===== config.mk =====
export PLATFORM = sky130hd
export DESIGN_NAME = azr_fifo
export DESIGN_NICKNAME = d
export VERILOG_FILES = /design/src/rtl/azr_fifo.sv
export SDC_FILE = /design/constraint.sdc
export NUM_CORES = 1
export LEC_CHECK = 0
export BUFFER_PORTS_ARGS = -buffer_cell sky130_fd_sc_hd__buf_2
export CAP_MARGIN = 10
export CORE_MARGIN = 4
export CORE_UTILIZATION = 52
export CTS_BUF_LIST = sky130_fd_sc_hd__clkbuf_8
export CTS_CLUSTER_DIAMETER = 200
export DETAILED_ROUTE_END_ITERATION = 7
export HOLD_SLACK_MARGIN = 0.1
export PLACE_DENSITY = 0.75
export SLEW_MARGIN = 10
export SYNTH_ARGS = -nofsm -noshare
export SYNTH_HDL_FRONTEND = slang
export SYNTH_SLANG_ARGS = --single-unit
export TNS_END_PERCENT = 5

===== constraint.sdc =====
create_clock -name clk -period 2.4 [get_ports clk]
set_clock_uncertainty 0.2 [all_clocks]
set_input_delay 0.48 -clock clk [delete_from_list [all_inputs] [get_ports clk]]
set_output_delay 0.48 -clock clk [all_outputs]
set_load 0.01 [all_outputs]

===== src/rtl/azr_fifo.sv =====
// Two-entry item queue with registered ready, used between front and back end
// and at the result port. Depends on nothing.
module azr_fifo #(
  parameter int unsigned WIDTH = 8
) (
  input  logic             clk,
  input  logic             rst_n,
  input  logic             in_valid,
  output logic             in_ready,
  input  logic [WIDTH-1:0] in_data,
  output logic             out_valid,
  input  logic             out_ready,
  output logic [WIDTH-1:0] out_data
);

  logic [WIDTH-1:0] slot_r [2];
  logic             wr_ptr_r, rd_ptr_r;
  logic [1:0]       count_r, count_nxt;
  logic             push, pop;

  assign in_ready  = (count_r != 2'd2);
  assign out_valid = (count_r != 2'd0);
  assign out_data  = slot_r[rd_ptr_r];
  assign push      = in_valid && in_ready;
  assign pop       = out_valid && out_ready;

  always_comb begin
    count_nxt = count_r;
    if (push && !pop) begin
      count_nxt = count_r + 2'd1;
    end else if (pop && !push) begin
      count_nxt = count_r - 2'd1;
    end
  end

  always_ff @(posedge clk) begin
    if (!rst_n) begin
      wr_ptr_r <= 1'b0;
      rd_ptr_r <= 1'b0;
      count_r  <= 2'd0;
    end else begin
      count_r <= count_nxt;
      if (push) wr_ptr_r <= ~wr_ptr_r;
      if (pop)  rd_ptr_r <= ~rd_ptr_r;
    end
  end

  always_ff @(posedge clk) begin
    if (push) slot_r[wr_ptr_r] <= in_data;
  end

endmodule


Word-level counts from Yosys, hierarchy flattened
Memories as Yosys holds them, arrays and structs flattened. A register that Yosys moved wholly into a read port is not among the register bits.
Index checks and enable logic that the tools add are counted.
{"block": "totals", "n_memories": 1, "regBits": 4, "output_inout_bits": 10, "ramBits": 16, "word_cells": 23}
{"memory": "slot_r", "depth": 2, "width": 8, "rd": 1, "rd_clocked_by_memory_dff": 1, "write_ports": 1, "line": "16", "text": "logic [WIDTH-1:0] slot_r [2];"}
{"block": "classes", "n_bitwise": 2, "add_sub_neg": 2, "n_eq_ne": 1, "muxes": 6, "n_reduce_logical": 8}
{"cell": "$logic_and 1x1->1", "count": 4}
{"cell": "$mux 1", "count": 4}
{"cell": "$mux 2", "count": 2}
{"cell": "$reduce_bool 2->1", "count": 2}
{"cell": "$add 2x1->2 const B", "count": 1}
{"cell": "$logic_not 1->1", "count": 2}
{"cell": "$ne 2x2->1 const B", "count": 1}
{"cell": "$not 1->1", "count": 2}
{"cell": "$sub 2x1->2 const B", "count": 1}

Logic depth before layout (Yosys ltp)
{"block": "depth", "ltp_word": 6, "depth_mapped": 6, "mapped_depth_nobuf": 6}

Least setup slack after synthesis
No wires, ideal clock.
{"block": "synth_path", "path_kind": "flip-flop to flip-flop", "start": "reg count_r[0]", "end": "reg count_r[1]", "t_required_ns": 2.130, "path_slack_ns": 0.683, "path_stages_with_launch": 6, "setup_ns": 0.070, "t_arrival_ns": 1.447, "path_buffers": 0, "path_cell_list": "dfxtp_1 nand2b_4 and2_1 ha_1 or3_1 a21oi_1"}
{"block": "synth_via", "elab_chain_cells": 5}
{"element": "start, declared", "line": "18", "text": "logic [1:0] count_r, count_nxt;"}
{"element": "start signal, assigned", "line": "42", "text": "count_r <= count_nxt;"}
{"element": "$ne 2x2->1 (*)", "line": "21", "text": "assign in_ready = (count_r != 2'd2);"}
{"element": "via in_ready", "line": "9", "text": "output logic in_ready,"}
{"element": "$logic_and 1x1->1 (*)", "line": "24", "text": "assign push = in_valid && in_ready;"}
{"element": "via push", "line": "19", "text": "logic push, pop;"}
{"element": "$logic_not 1->1", "line": "31", "text": "end else if (pop && !push) begin"}
{"element": "$logic_and 1x1->1", "line": "31"}
{"element": "$reduce_bool 2->1 (no line)"}
The timed path passes the listed nets; every way through them passes the cells marked *. The select of a mux whose other input is x is not followed.
A chain may end at the register's enable or synchronous reset.

==> results.json <==
{
  "status": "finished, final reports clean",
  "worstMarginPinSlew_ns": 0.403,
  "grt_usage_pct": 13.4,
  "grt_pass1_vias": 475,
  "synth_fp_nets": 63,
  "clock_power_share_pct": 21.4,
  "fin_util_pct": 70.5,
  "worst_slack_ns": 0.420,
  "rsz0062_at_grt": "no",
  "avgRoutedWirePerCell_um": 14.3,
  "swShare_pct": 28.7,
  "stdcell_area_um2": 975,
  "gp_congestion": 0.692,
  "path_clk_slew_ns": 0.07,
  "ys_warn_count": 0,
  "slew-limit-headroom_pct": 73.2,
  "finalSetupViolCount": 0,
  "hold_viol": 0,
  "synth_xor_area_share_pct": 3.25,
  "dr.first_iter.drc_count": 14,
  "netlist_area_um2": 810,
  "totalWireLength_um": 1270,
  "synth_top_family_by_area": "multiplexers",
  "end_kind": "output pin",
  "synth_fa_ha_area_share_pct": 1.55,
  "grt_pass1_wl_um": 1990,
  "criticalPathCategory": "reg2out",
  "area_growth_pct": 20.4,
  "antenna_found_initial": 0,
  "port_buffers": 21,
  "muxShareOfSynthArea_pct": 11.1,
  "synth.distinct_cells": 17,
  "fillers": 98,
  "max_freq_ghz": 0.505,
  "async_reset_ff_share_pct": 0,
  "crit_cells": 2,
  "synth_seq_cells": 21,
  "whs_ns": 0.211,
  "r2r_end": "count_r[1]",
  "die_h_um": 47.5,
  "chipWidth_um": 47.5,
  "synth_most_common_cell": "edfxtp_1",
  "pin_count": 22,
  "r2r_slack_ns": 0.58,
  "dp.cells": 85,
  "critPathMaxFanout": 8,
  "pre_cts_ws_ns": 0.546,
  "fin_crit_sh_pct": 82.5,
  "vias": 462,
  "yosys.area.top_type": "edfxtp_1",
  "synth_area_leaders": "edfxtp_1 59%, dfxtp_1 12%, mux2_2 11%",
  "synthCells": 50,
  "crit_buf_inv": 1,
  "cts_made_buffers": 3,
  "internal-power_mw": 0.729,
  "rows": 13,
  "combPwrFrac_pct": 28.3,
  "syn_area_per_cell_um2": 16.2,
  "seqPwrFrac_pct": 50.3,
  "num-nets-final": 88,
  "clock_latency_ns": 0.25,
  "yosysTopAreaCellShare_pct": 59.4,
  "dr.pass1.iters": 4,
  "crit_end": "out_data[5]",
  "p_leak_nw": 0.398,
  "critPathSlowestCell": "dfxtp_1",
  "ys.flop_type": "edfxtp_1",
  "fp.dieArea_mm2": 0.00225,
  "synth-simple-area-share_pct": 7.11,
  "drc": 0,
  "fp.coreArea_mm2": 0.00138,
  "crit_family": "flip-flops",
  "drv_slew": 0,
  "start_util_pct": 58.6,
  "cts_resized": 0,
  "overflow": 0,
  "powerDensity_mw_per_mm2": 1050,
  "ys_seq_area_share_pct": 71.7,
  "cts_setup_buffers": 0,
  "p_sw_mw": 0.293,
  "fin_crit_ns": 1.98,
  "cp.arrival_ns": 1.30,
  "clockBufferDepth": 2,
  "antennaDiodeCount": 0,
  "synth_edf_count": 16,
  "synth_compound_area_share_pct": 3.71,
  "layout.cells.non_filler": 89,
  "cts_tree": "yes",
  "antenna_left": 0,
  "drv_cap": 0,
  "total_power_mw": 1.02,
  "r2r_start": "count_r[0]",
  "start_kind": "flop",
  "hpwlAfterDp_um": 924,
  "cts_sinks": 21,
  "root_buffer": "clkbuf_8",
  "vias_per_cell": 5.19,
  "holdBufCountCts": 0,
  "reg2regPathDepth": 5,
  "grt_max_degree": 13,
  "crit_required_ns": 1.72,
  "tns_ns": 0,
  "peakVddDrop_mv": 0.578,
  "placed_cell_area_um2": 928,
  "hold_class": "in2reg",
  "max_stage_delay_ns": 0.53,
  "synth_common_cells": "16 x edfxtp_1, 8 x mux2_2, 5 x dfxtp_1, 3 x nor2_1, 3 x xor2_1",
  "drive_gt1_share_pct": 48.6,
  "path_cells": "mux2_2 -> buf_2",
  "cts.htree.levels": 1
}
per-layer routing:
layer  GRT usage [%]  wire length, um
met2            23.3              639
met4            6.63                0
met1            14.7              535
met5               0                0
met3            4.14               96
logic make-up after synthesis:
kind of cell	after synthesis
flops	21
simple gates	9
mux	8
compound gates	5
xor+xnor	3
buf+inv	3
fa+ha+maj	1
power by group through the flow:
stage          sequential (mW)  combinational, mW  clock [mW]
4_1_cts                  0.513              0.292       0.223
6_report                 0.514              0.289       0.218
2_1_floorplan            0.494              0.221           0
3_5_place_dp             0.521              0.291           0
3_3_place_gp             0.517              0.287           0
5_1_grt                  0.520              0.322       0.241
state kept, by name, summed over array words and instances, names as in the netlist, named ones only:
| signal | flops |
|---|---|
| count_r | 2 |
| slot_r | 16 |
| wr_ptr_r | 1 |
| rd_ptr_r | 1 |
how the worst min path moves through the flow:
stage,from,cells after the start,to,slack (ns)
detailed placement,rd_ptr_r,2,flop,0.29
CTS,in_data[3],1,slot_r[1][3],0.21
global route,in_data[2],1,slot_r[1][2],0.20
floorplan,rd_ptr_r,2,flop,0.27
finish,in_data[5],1,slot_r[1][5],0.21
global placement,rd_ptr_r,2,rd_ptr_r,0.29
worst register-to-register path, cell delays in order (launching register included):
cell      delay, ns
dfxtp_1        0.37
nand2b_4       0.17
and2_1         0.16
ha_1           0.32
or3_1          0.38
a21oi_1        0.14
cell usage in the layout (no fill, tap or decap):
| cell type | netlist | final |
|---|---|---|
| buf_2 | 1 | 21 |
| edfxtp_1 | 16 | 16 |
| mux2_2 | 8 | 8 |
| dfxtp_1 | 5 | 5 |
| xor2_1 | 3 | 3 |
| nor2_1 | 3 | 3 |
| clkbuf_8 | 0 | 3 |
| o21ai_0 | 2 | 2 |
| inv_1 | 2 | 2 |
| a21oi_1 | 2 | 2 |
| nand2b_4 | 1 | 1 |
| and2_1 | 1 | 1 |
| or2_2 | 1 | 1 |
| and3_1 | 1 | 1 |
| nand3b_1 | 1 | 1 |
| a21bo_2 | 1 | 1 |
| or3_1 | 1 | 1 |
| ha_1 | 1 | 1 |
| clkinv_2 | 0 | 1 |
area by class of cell:
cell class	count	area, um2	area share (%)
flip-flops and latches	21	581	59.6
multi-input cells	26	216	22.2
repair buffers	21	105	10.8
clock buffers	3	41.3	4.24
well taps	15	18.8	1.93
inverters	2	7.51	0.770
clock inverters	1	5.00	0.513
(Power assumes the default switching activity.)
